`src/hw/rtl/gnh_pkg.sv`:
```
package gnh_pkg;

    // Neighbor table geometry
    localparam int TABLE_DEPTH = 16;
    localparam int IDX_W       = (TABLE_DEPTH > 1) ? $clog2(TABLE_DEPTH) : 1;

    // Configuration port
    localparam int PADDR_W = 4;
    localparam int PDATA_W = 32;

    typedef enum logic [1:0] {
        REG_SELF_ADDR = 2'd0,
        REG_SELF_X    = 2'd1,
        REG_SELF_Y    = 2'd2,
        REG_NONE      = 2'd3
    } reg_idx_t;

    // Flag bit positions within a stored entry
    localparam int FLAG_PHYS = 0;
    localparam int FLAG_TRI  = 1;
    localparam int FLAG_ATT  = 2;

    typedef enum logic {
        CMD_WRITE = 1'b0,
        CMD_QUERY = 1'b1
    } cmd_t;

    typedef enum logic [2:0] {
        STAT_GREEDY   = 3'd0,
        STAT_FALLBACK = 3'd1,
        STAT_NONE     = 3'd2,
        STAT_UNKNOWN  = 3'd3,
        STAT_WRITTEN  = 3'd4
    } status_t;

    typedef enum logic [4:0] {
        S_IDLE  = 5'b00001,
        S_LIM   = 5'b00010,
        S_SCAN  = 5'b00100,
        S_DRAIN = 5'b01000,
        S_DONE  = 5'b10000
    } state_t;

    typedef struct packed {
        logic               command;
        logic [3:0]         slot;
        logic [31:0]        node_addr;
        logic signed [15:0] coord_x;
        logic signed [15:0] coord_y;
        logic               entry_valid;
        logic               is_physical;
        logic               is_triangulation;
        logic               attached;
        logic               dest_known;
        logic [31:0]        ban_addr;
    } item_t;

    typedef struct packed {
        logic [2:0]  status;
        logic [31:0] next_hop;
    } result_t;

    // Squared distance needs 33 bits: two squares below 2^32 each
    localparam int DIST_W = 33;

endpackage

```
`src/hw/rtl/greedy_next_hop_select.sv`:
```
// Channel   | Signals                               | Transaction
// ----------+---------------------------------------+-----------------------------------
// command   | start, busy, item (item_t)            | start && !busy at a rising edge
// result    | done, result (result_t)               | one cycle with done high
// config    | psel penable pwrite paddr pwdata      | psel && penable && pwrite && pready
//           | prdata pready                         |
//
// A table write or a query with an unknown destination answers in the cycle
// after acceptance, and busy stays low, so such commands may come every cycle.
// A full query runs from acceptance to the done strobe through one pass of the
// shared distance unit over self plus TABLE_DEPTH entries, a drain state for
// that unit's output register and a decision state. busy is high until the
// strobe. rst_n clears the table valid bits, config registers and sequencer at
// once; no clearing pass. The receiver cannot stall; results are never held.
module greedy_next_hop_select
    import gnh_pkg::*;
(
    input  logic               clk,
    input  logic               rst_n,
    // Command channel
    input  logic               start,
    output logic               busy,
    input  item_t              item,
    // Result channel
    output logic               done,
    output result_t            result,
    // Configuration port
    input  logic               psel,
    input  logic               penable,
    input  logic               pwrite,
    input  logic [PADDR_W-1:0] paddr,
    input  logic [PDATA_W-1:0] pwdata,
    output logic [PDATA_W-1:0] prdata,
    output logic               pready
);

    // ---------------------------------------------------------------------
    // Configuration registers
    // ---------------------------------------------------------------------
    logic [31:0]        self_addr_reg;
    logic signed [15:0] self_x_reg;
    logic signed [15:0] self_y_reg;
    logic               cfg_wr;
    reg_idx_t           cfg_idx;

    assign pready  = 1'b1;
    assign cfg_wr  = psel && penable && pwrite && pready;
    assign cfg_idx = reg_idx_t'(paddr[3:2]);

    always_ff @(posedge clk or negedge rst_n)
    begin
        if (!rst_n)
        begin
            self_addr_reg <= '0;
            self_x_reg    <= '0;
            self_y_reg    <= '0;
        end
        else if (cfg_wr)
        begin
            case (cfg_idx)
                REG_SELF_ADDR: self_addr_reg <= pwdata;
                REG_SELF_X:    self_x_reg    <= pwdata[15:0];
                REG_SELF_Y:    self_y_reg    <= pwdata[15:0];
                default:       ;
            endcase
        end
    end

    // Read back; coordinates sign-extend to the bus width
    always_comb
    begin
        case (cfg_idx)
            REG_SELF_ADDR: prdata = self_addr_reg;
            REG_SELF_X:    prdata = {{(PDATA_W-16){self_x_reg[15]}}, self_x_reg};
            REG_SELF_Y:    prdata = {{(PDATA_W-16){self_y_reg[15]}}, self_y_reg};
            default:       prdata = '0;
        endcase
    end

    // ---------------------------------------------------------------------
    // Neighbor table: valid bits reset, payload undefined until written
    // ---------------------------------------------------------------------
    logic [TABLE_DEPTH-1:0] tbl_valid_reg;
    logic [31:0]            tbl_addr_reg [TABLE_DEPTH];
    logic signed [15:0]     tbl_x_reg    [TABLE_DEPTH];
    logic signed [15:0]     tbl_y_reg    [TABLE_DEPTH];
    logic [2:0]             tbl_flags_reg[TABLE_DEPTH];

    logic accept;
    logic tbl_wr;
    logic [IDX_W-1:0] wr_idx;

    assign accept = start && !busy;
    assign tbl_wr = accept && (item.command == CMD_WRITE)
                    && ({28'd0, item.slot} < 32'(TABLE_DEPTH));
    assign wr_idx = IDX_W'(item.slot);

    always_ff @(posedge clk or negedge rst_n)
    begin
        if (!rst_n)
        begin
            tbl_valid_reg <= '0;
        end
        else if (tbl_wr)
        begin
            tbl_valid_reg[wr_idx] <= item.entry_valid;
        end
    end

    always_ff @(posedge clk)
    begin
        if (tbl_wr)
        begin
            tbl_addr_reg[wr_idx]  <= item.node_addr;
            tbl_x_reg[wr_idx]     <= item.coord_x;
            tbl_y_reg[wr_idx]     <= item.coord_y;
            tbl_flags_reg[wr_idx] <= {item.attached, item.is_triangulation, item.is_physical};
        end
    end

    // ---------------------------------------------------------------------
    // Sequencer
    // ---------------------------------------------------------------------
    state_t             state_reg, state_next;
    logic [IDX_W-1:0]   idx_reg, idx_next;

    // Query operands, held for the whole scan
    logic [31:0]        dest_addr_reg;
    logic signed [15:0] dest_x_reg;
    logic signed [15:0] dest_y_reg;
    logic [31:0]        ban_reg;

    // Tag that travels alongside the distance unit's output register
    logic               p_vld_reg, p_vld_next;
    logic               p_lim_reg, p_lim_next;
    logic               p_c1_reg, p_c1_next;
    logic               p_c2_reg, p_c2_next;
    logic [31:0]        p_addr_reg, p_addr_next;

    // Distance of self to the destination; the greedy pass must beat it
    logic [DIST_W-1:0]  lim_reg, lim_next;

    // Running best of each pass
    logic               f1_reg, f1_next;
    logic [DIST_W-1:0]  bd1_reg, bd1_next;
    logic [31:0]        ba1_reg, ba1_next;
    logic               f2_reg, f2_next;
    logic [DIST_W-1:0]  bd2_reg, bd2_next;
    logic [31:0]        ba2_reg, ba2_next;

    logic               done_reg, done_next;
    result_t            result_reg, result_next;

    logic               q_start;
    logic signed [15:0] op_x;
    logic signed [15:0] op_y;
    logic [31:0]        ent_addr;
    logic [2:0]         ent_flags;
    logic               ent_valid;
    logic [31:0]        sq_x;
    logic [31:0]        sq_y;
    logic [DIST_W-1:0]  dist_sum;
    logic               better1;
    logic               better2;

    assign q_start = accept && (item.command == CMD_QUERY) && item.dest_known;

    assign ent_addr  = tbl_addr_reg[idx_reg];
    assign ent_flags = tbl_flags_reg[idx_reg];
    assign ent_valid = tbl_valid_reg[idx_reg];

    // Feed self in the limit cycle, then the table entry under the scan index
    assign op_x = (state_reg == S_LIM) ? self_x_reg : tbl_x_reg[idx_reg];
    assign op_y = (state_reg == S_LIM) ? self_y_reg : tbl_y_reg[idx_reg];

    gnh_dist_unit u_dist (
        .clk      (clk),
        .ax       (op_x),
        .ay       (op_y),
        .bx       (dest_x_reg),
        .by       (dest_y_reg),
        .sq_x_reg (sq_x),
        .sq_y_reg (sq_y)
    );

    assign dist_sum = {1'b0, sq_x} + {1'b0, sq_y};

    // Smaller distance wins; ties go to the lower address
    assign better1 = !f1_reg || (dist_sum < bd1_reg)
                     || ((dist_sum == bd1_reg) && (p_addr_reg < ba1_reg));
    assign better2 = !f2_reg || (dist_sum < bd2_reg)
                     || ((dist_sum == bd2_reg) && (p_addr_reg < ba2_reg));

    always_comb
    begin
        state_next  = state_reg;
        idx_next    = idx_reg;
        lim_next    = lim_reg;
        f1_next     = f1_reg;
        bd1_next    = bd1_reg;
        ba1_next    = ba1_reg;
        f2_next     = f2_reg;
        bd2_next    = bd2_reg;
        ba2_next    = ba2_reg;
        done_next   = 1'b0;
        result_next = result_reg;

        // Issue: classify the entry going into the distance unit
        p_vld_next  = (state_reg == S_LIM) || (state_reg == S_SCAN);
        p_lim_next  = (state_reg == S_LIM);
        p_addr_next = ent_addr;
        p_c1_next   = (state_reg == S_SCAN) && ent_valid
                      && ent_flags[FLAG_PHYS] && ent_flags[FLAG_ATT]
                      && (ent_addr != ban_reg);
        p_c2_next   = (state_reg == S_SCAN) && ent_valid
                      && ent_flags[FLAG_TRI] && ent_flags[FLAG_ATT]
                      && (ent_addr != self_addr_reg)
                      && (ent_addr != dest_addr_reg)
                      && (ent_addr != ban_reg);

        // Consume: fold the distance from the last issue into both passes
        if (p_vld_reg)
        begin
            if (p_lim_reg)
            begin
                lim_next = dist_sum;
            end
            if (p_c1_reg && (dist_sum < lim_reg) && better1)
            begin
                f1_next  = 1'b1;
                bd1_next = dist_sum;
                ba1_next = p_addr_reg;
            end
            if (p_c2_reg && better2)
            begin
                f2_next  = 1'b1;
                bd2_next = dist_sum;
                ba2_next = p_addr_reg;
            end
        end

        case (state_reg)
            S_IDLE:
            begin
                if (accept)
                begin
                    if (item.command == CMD_WRITE)
                    begin
                        done_next   = 1'b1;
                        result_next = '{status: STAT_WRITTEN, next_hop: '0};
                    end
                    else if (!item.dest_known)
                    begin
                        done_next   = 1'b1;
                        result_next = '{status: STAT_UNKNOWN, next_hop: '0};
                    end
                    else
                    begin
                        state_next = S_LIM;
                        idx_next   = '0;
                        f1_next    = 1'b0;
                        f2_next    = 1'b0;
                    end
                end
            end
            S_LIM:
            begin
                state_next = S_SCAN;
            end
            S_SCAN:
            begin
                if (idx_reg == IDX_W'(TABLE_DEPTH - 1))
                begin
                    state_next = S_DRAIN;
                end
                else
                begin
                    idx_next = idx_reg + 1'b1;
                end
            end
            S_DRAIN:
            begin
                state_next = S_DONE;
            end
            S_DONE:
            begin
                // A greedy pick that is this node itself drops to the fallback
                done_next  = 1'b1;
                state_next = S_IDLE;
                if (f1_reg && (ba1_reg != self_addr_reg))
                begin
                    result_next = '{status: STAT_GREEDY, next_hop: ba1_reg};
                end
                else if (f2_reg)
                begin
                    result_next = '{status: STAT_FALLBACK, next_hop: ba2_reg};
                end
                else
                begin
                    result_next = '{status: STAT_NONE, next_hop: '0};
                end
            end
            default:
            begin
                state_next = S_IDLE;
            end
        endcase
    end

    // Control state
    always_ff @(posedge clk or negedge rst_n)
    begin
        if (!rst_n)
        begin
            state_reg <= S_IDLE;
            idx_reg   <= '0;
            p_vld_reg <= 1'b0;
            p_lim_reg <= 1'b0;
            f1_reg    <= 1'b0;
            f2_reg    <= 1'b0;
            done_reg  <= 1'b0;
        end
        else
        begin
            state_reg <= state_next;
            idx_reg   <= idx_next;
            p_vld_reg <= p_vld_next;
            p_lim_reg <= p_lim_next;
            f1_reg    <= f1_next;
            f2_reg    <= f2_next;
            done_reg  <= done_next;
        end
    end

    // Payload; hold query operands from acceptance to the end of the scan
    always_ff @(posedge clk)
    begin
        if (q_start)
        begin
            dest_addr_reg <= item.node_addr;
            dest_x_reg    <= item.coord_x;
            dest_y_reg    <= item.coord_y;
            ban_reg       <= item.ban_addr;
        end
        p_c1_reg   <= p_c1_next;
        p_c2_reg   <= p_c2_next;
        p_addr_reg <= p_addr_next;
        lim_reg    <= lim_next;
        bd1_reg    <= bd1_next;
        ba1_reg    <= ba1_next;
        bd2_reg    <= bd2_next;
        ba2_reg    <= ba2_next;
        result_reg <= result_next;
    end

    assign busy   = (state_reg != S_IDLE);
    assign done   = done_reg;
    assign result = result_reg;

endmodule

```
`src/hw/rtl/gnh_dist_unit.sv`:
```
module gnh_dist_unit
    import gnh_pkg::*;
(
    input  logic               clk,
    input  logic signed [15:0] ax,
    input  logic signed [15:0] ay,
    input  logic signed [15:0] bx,
    input  logic signed [15:0] by,
    output logic [31:0]        sq_x_reg,
    output logic [31:0]        sq_y_reg
);

    logic signed [16:0] dx;
    logic signed [16:0] dy;
    logic signed [33:0] px;
    logic signed [33:0] py;
    logic [31:0]        sq_x_next;
    logic [31:0]        sq_y_next;

    // Differences span 17 bits; squares stay below 2^32
    always_comb
    begin
        dx        = $signed({ax[15], ax}) - $signed({bx[15], bx});
        dy        = $signed({ay[15], ay}) - $signed({by[15], by});
        px        = dx * dx;
        py        = dy * dy;
        sq_x_next = px[31:0];
        sq_y_next = py[31:0];
    end

    always_ff @(posedge clk)
    begin
        sq_x_reg <= sq_x_next;
        sq_y_reg <= sq_y_next;
    end

endmodule

```
`config.mk`:
```
export PLATFORM = sky130hd
export DESIGN_NAME = greedy_next_hop_select
export DESIGN_NICKNAME = d
export VERILOG_FILES = /design/src/hw/rtl/gnh_pkg.sv /design/src/hw/rtl/greedy_next_hop_select.sv /design/src/hw/rtl/gnh_dist_unit.sv
export SDC_FILE = /design/constraint.sdc
export NUM_CORES = 2
export LEC_CHECK = 0
export ABC_AREA = 1
export CAP_MARGIN = 10
export CORE_ASPECT_RATIO = 2
export CORE_MARGIN = 10
export CORE_UTILIZATION = 50
export DETAILED_ROUTE_END_ITERATION = 8
export DONT_BUFFER_PORTS = 1
export MAX_ROUTING_LAYER = met4
export PLACE_DENSITY = 0.71
export RECOVER_POWER = 25
export SLEW_MARGIN = 20
export SYNTH_ARGS = -nofsm -noshare
export SYNTH_HDL_FRONTEND = slang
export SYNTH_SLANG_ARGS = --single-unit
```
`constraint.sdc`:
```
create_clock -name clk -period 11 [get_ports clk]
set_input_delay 1.65 -clock clk [delete_from_list [all_inputs] [get_ports clk]]
set_output_delay 1.65 -clock clk [all_outputs]
set_load 0.01 [all_outputs]
```
==> metrics.md <==
| Metric | Value |
|---|---|
| Synth warn | `0` |
| Synth area leaders | `edfxtp_1 48%, fa_1 12%, nand2_1 6.1%, ha_1 5.5%, inv_1 5.3%` |
| Reg2reg path depth | `35` |
| Setup bufs post-CTS | `0` |
| Final setup viols | `0` |
| DIE AREA | `0.191 mm²` |
| Hold_ws | `0.470 ns` |
| Final hold vios | `0` |
| Avg WL per Cell | `24.4 µm` |
| Drt pass-1 iters | `7` |
| Worst-case clock buffer depth | `4` |
| Worst Path Max Fanout | `63` |
| Detailed-route DRC error count | `0` |
| Register area share after synthesis | `52.5%` |
| Final period util | `93.7%` |
| Post-route ant nets | `0` |
| Clock skew | `0.0744 ns` |
| Top-count cell post-synth | `nand2_1` |
| Initial antenna violation count | `36` |
| Outcome | `complete, no violations` |
| Clock sink total | `1,556` |
| Most used DFF post-synth | `edfxtp_1` |
| Arrival time worst endpoint | `11.03 ns` |
| Multi-input logic area | `0.0350 mm²` |
| Most frequent CP cell | `fa_1` |
| Row count | `215` |
| Detailed placer's ending HPWL | `183 mm` |
| Hold endpoint | `ba2_reg[0]$_DFFE_PP_` |
| Synthesized flop and latch total | `1,556` |
| Syn Inst Count | `8,133` |
| Largest area contributor in the netlist | `edfxtp_1` |
| Fillers | `14,700` |
| Distinct cells, synth | `67` |
| Total CTS buffers | `145` |
| Nature of the critical path startpoint | `register` |
| Gr ovfl total | `0` |
| Die W | `314 µm` |
| Clk Latency, worst-skew pair | `0.82 ns` |
| Via Count | `60,300` |
| Gpl congestion | `0.987` |
| Die Y | `608 µm` |
| H-tree lvl count | `4` |
| Top-area cell type share of the netlist area | `47.5%` |
| Synth cell count leaders | `1,395 x nand2_1, 1,366 x edfxtp_1, 1,211 x inv_1, 815 x nor2_1, 517 x fa_1` |
| Initial Util | `50.3%` |
| CP Class | `reg -> reg` |
| Max Slew Vio Count | `0` |
| Worst min path class | `reg -> reg` |
| Vias in the first global route | `61,500` |
| Total GRT Usage | `27.4%` |
| Fraction of registers with async set or reset after synthesis | `6.04%` |
| Post-CTS Hold Buffers | `0` |
| Flop2flop setup slack | `0.69 ns` |
| I/O pin count | `218` |
| CP max stage delay | `0.79 ns` |
| Critical Path RT | `11.72 ns` |
| Cell area after synthesis | `0.0863 mm²` |
| Setup_tns | `0 ns` |
| Worst slew pin tran | `1.20 ns` |
| Share of cells above drive strength 1 | `5.51%` |
| # port buffers | `0` |
| Mapped Nets | `9,179` |
| Hold path cells | `0` |
| Clock transition at path regs | `0.07 ns` |
| Root buffer cell | `clkbuf_16` |
| Largest net degree at the start of global routing | `139` |
| Number of synthesized flops with an enable pin | `1,366` |
| Initial DRC Count | `5,890` |
| Area grow syn2layout | `8.25%` |
| Fin crit period | `10.31 ns` |
| CTS tree | `yes` |
| CTS-repair resized insts | `0` |
| R2r startpoint | `idx_reg[1]$_DFFE_PN0P_` |
| Detailed Route WL | `257 mm` |
| Reg2reg end | `u_dist.sq_x_reg[29]$_DFF_P_` |
| FMAX | `97.0 MHz` |
| Unrepaired setup endpoints after global routing | `false` |
| Fin nets | `9,165` |
| Slew HR | `19.0%` |
| Max-cap viol count | `0` |
| Critical path endpoint category | `register` |
| HP Start | `p_addr_reg[0]$_DFF_P_` |
| Mean Syn Cell Area | `10.6 µm²` |
| Largest register FFs | `512` |
| Core outline area | `0.172 mm²` |
| Vias per inst | `5.73` |
| Global-route wire length before repair | `379 mm` |
| Register area | `0.0453 mm²` |
| Slowest stage cell on the critical path | `dfrtp_4` |
[worst max-delay path by stage]
stage                      startpoint                          end  cells after the start
6_report       idx_reg[1]$_DFFE_PN0P_  u_dist.sq_x_reg[29]$_DFF_P_                     35
5_1_grt        idx_reg[1]$_DFFE_PN0P_  u_dist.sq_x_reg[29]$_DFF_P_                     35
4_1_cts        idx_reg[1]$_DFFE_PN0P_  u_dist.sq_x_reg[29]$_DFF_P_                     35
3_5_place_dp   idx_reg[1]$_DFFE_PN0P_  u_dist.sq_x_reg[29]$_DFF_P_                     35
3_3_place_gp   idx_reg[1]$_DFFE_PN0P_  u_dist.sq_x_reg[29]$_DFF_P_                     38
2_1_floorplan  idx_reg[0]$_DFFE_PN0P_  u_dist.sq_x_reg[29]$_DFF_P_                     42
[cells in the final DEF, fill, tap and decap left out, types with 8 or more instances in the layout]
master and count:
a21o_1 20, a21oi_1 282, a221oi_1 9, a22oi_1 8
a31oi_1 44, buf_4 139, clkbuf_1 27, clkbuf_16 147
clkinv_1 29, clkinv_2 26, dfrtp_1 89, dfxtp_1 96
diode_2 27, edfxtp_1 1366, fa_1 517, ha_1 381
inv_1 1209, inv_2 11, mux2_2 8, nand2_1 1394
nand2_2 24, nand3_1 497, nand3_2 8, nand3b_1 36
nand4_1 43, nor2_1 797, nor2_4 19, nor3_1 24
nor4_1 18, o211ai_1 43, o21a_1 15, o21ai_0 459
o21ai_1 20, o21bai_1 9, o221ai_1 112, o22ai_1 34
or2_2 17, xnor2_1 55, xor2_1 88
[worst max-delay path, delay by kind of cell (launching register included)]
family                   cells  cell delay, ns
XOR/XNOR                     1            0.18
AND/OR/NAND/NOR             13            2.58
AO/OA/AOI/OAI                6            1.41
buffers and inverters        7            1.36
adder cells (fa/ha/maj)      8            3.75
flip-flops                   1            0.79
[metrics by stage]
stage                     util (%)  area (µm²)  setup slack (ns)  cells
after global placement        51.9       89000              1.09  10300
after global routing          54.4       93400             0.276  10500
final                         54.4       93400             0.689  10500
after floorplan                  -       86300              2.68   8133
after CTS                     54.4       93400             0.849  10500
after detailed placement      51.9       89000             0.959  10300
[logic make-up after synthesis]
logic type	share of synthesized area, %
buf+inv	7.10
fa+ha+maj	17.5
compound gates	7.38
other cells	0.00434
simple gates	13.9
mux	0.104
xor+xnor	1.47
flops	52.5
[area by class of cell]
type                            count  area share [%]
Antenna cell                       27          0.0723
Clock buffer                      178            4.10
Clock inverter                     72           0.553
Inverter                         1229            4.96
Multi-Input combinational cell   5041            37.5
Sequential cell                  1556            48.5
Tap cell                         2278            3.05
Timing Repair Buffer              146            1.27
[per-layer routing]
layer,track usage (%),vias up,share of wire [%]
li1,-,27100,-
met1,29.1,29600,33
met2,45.4,2817,50
met3,6.61,751,9.6
met4,17.3,0,7.5
met5,-,-,0
Power is not shown: default switching activity piles up to over one toggle a cycle in this logic, so the estimate is an artifact.
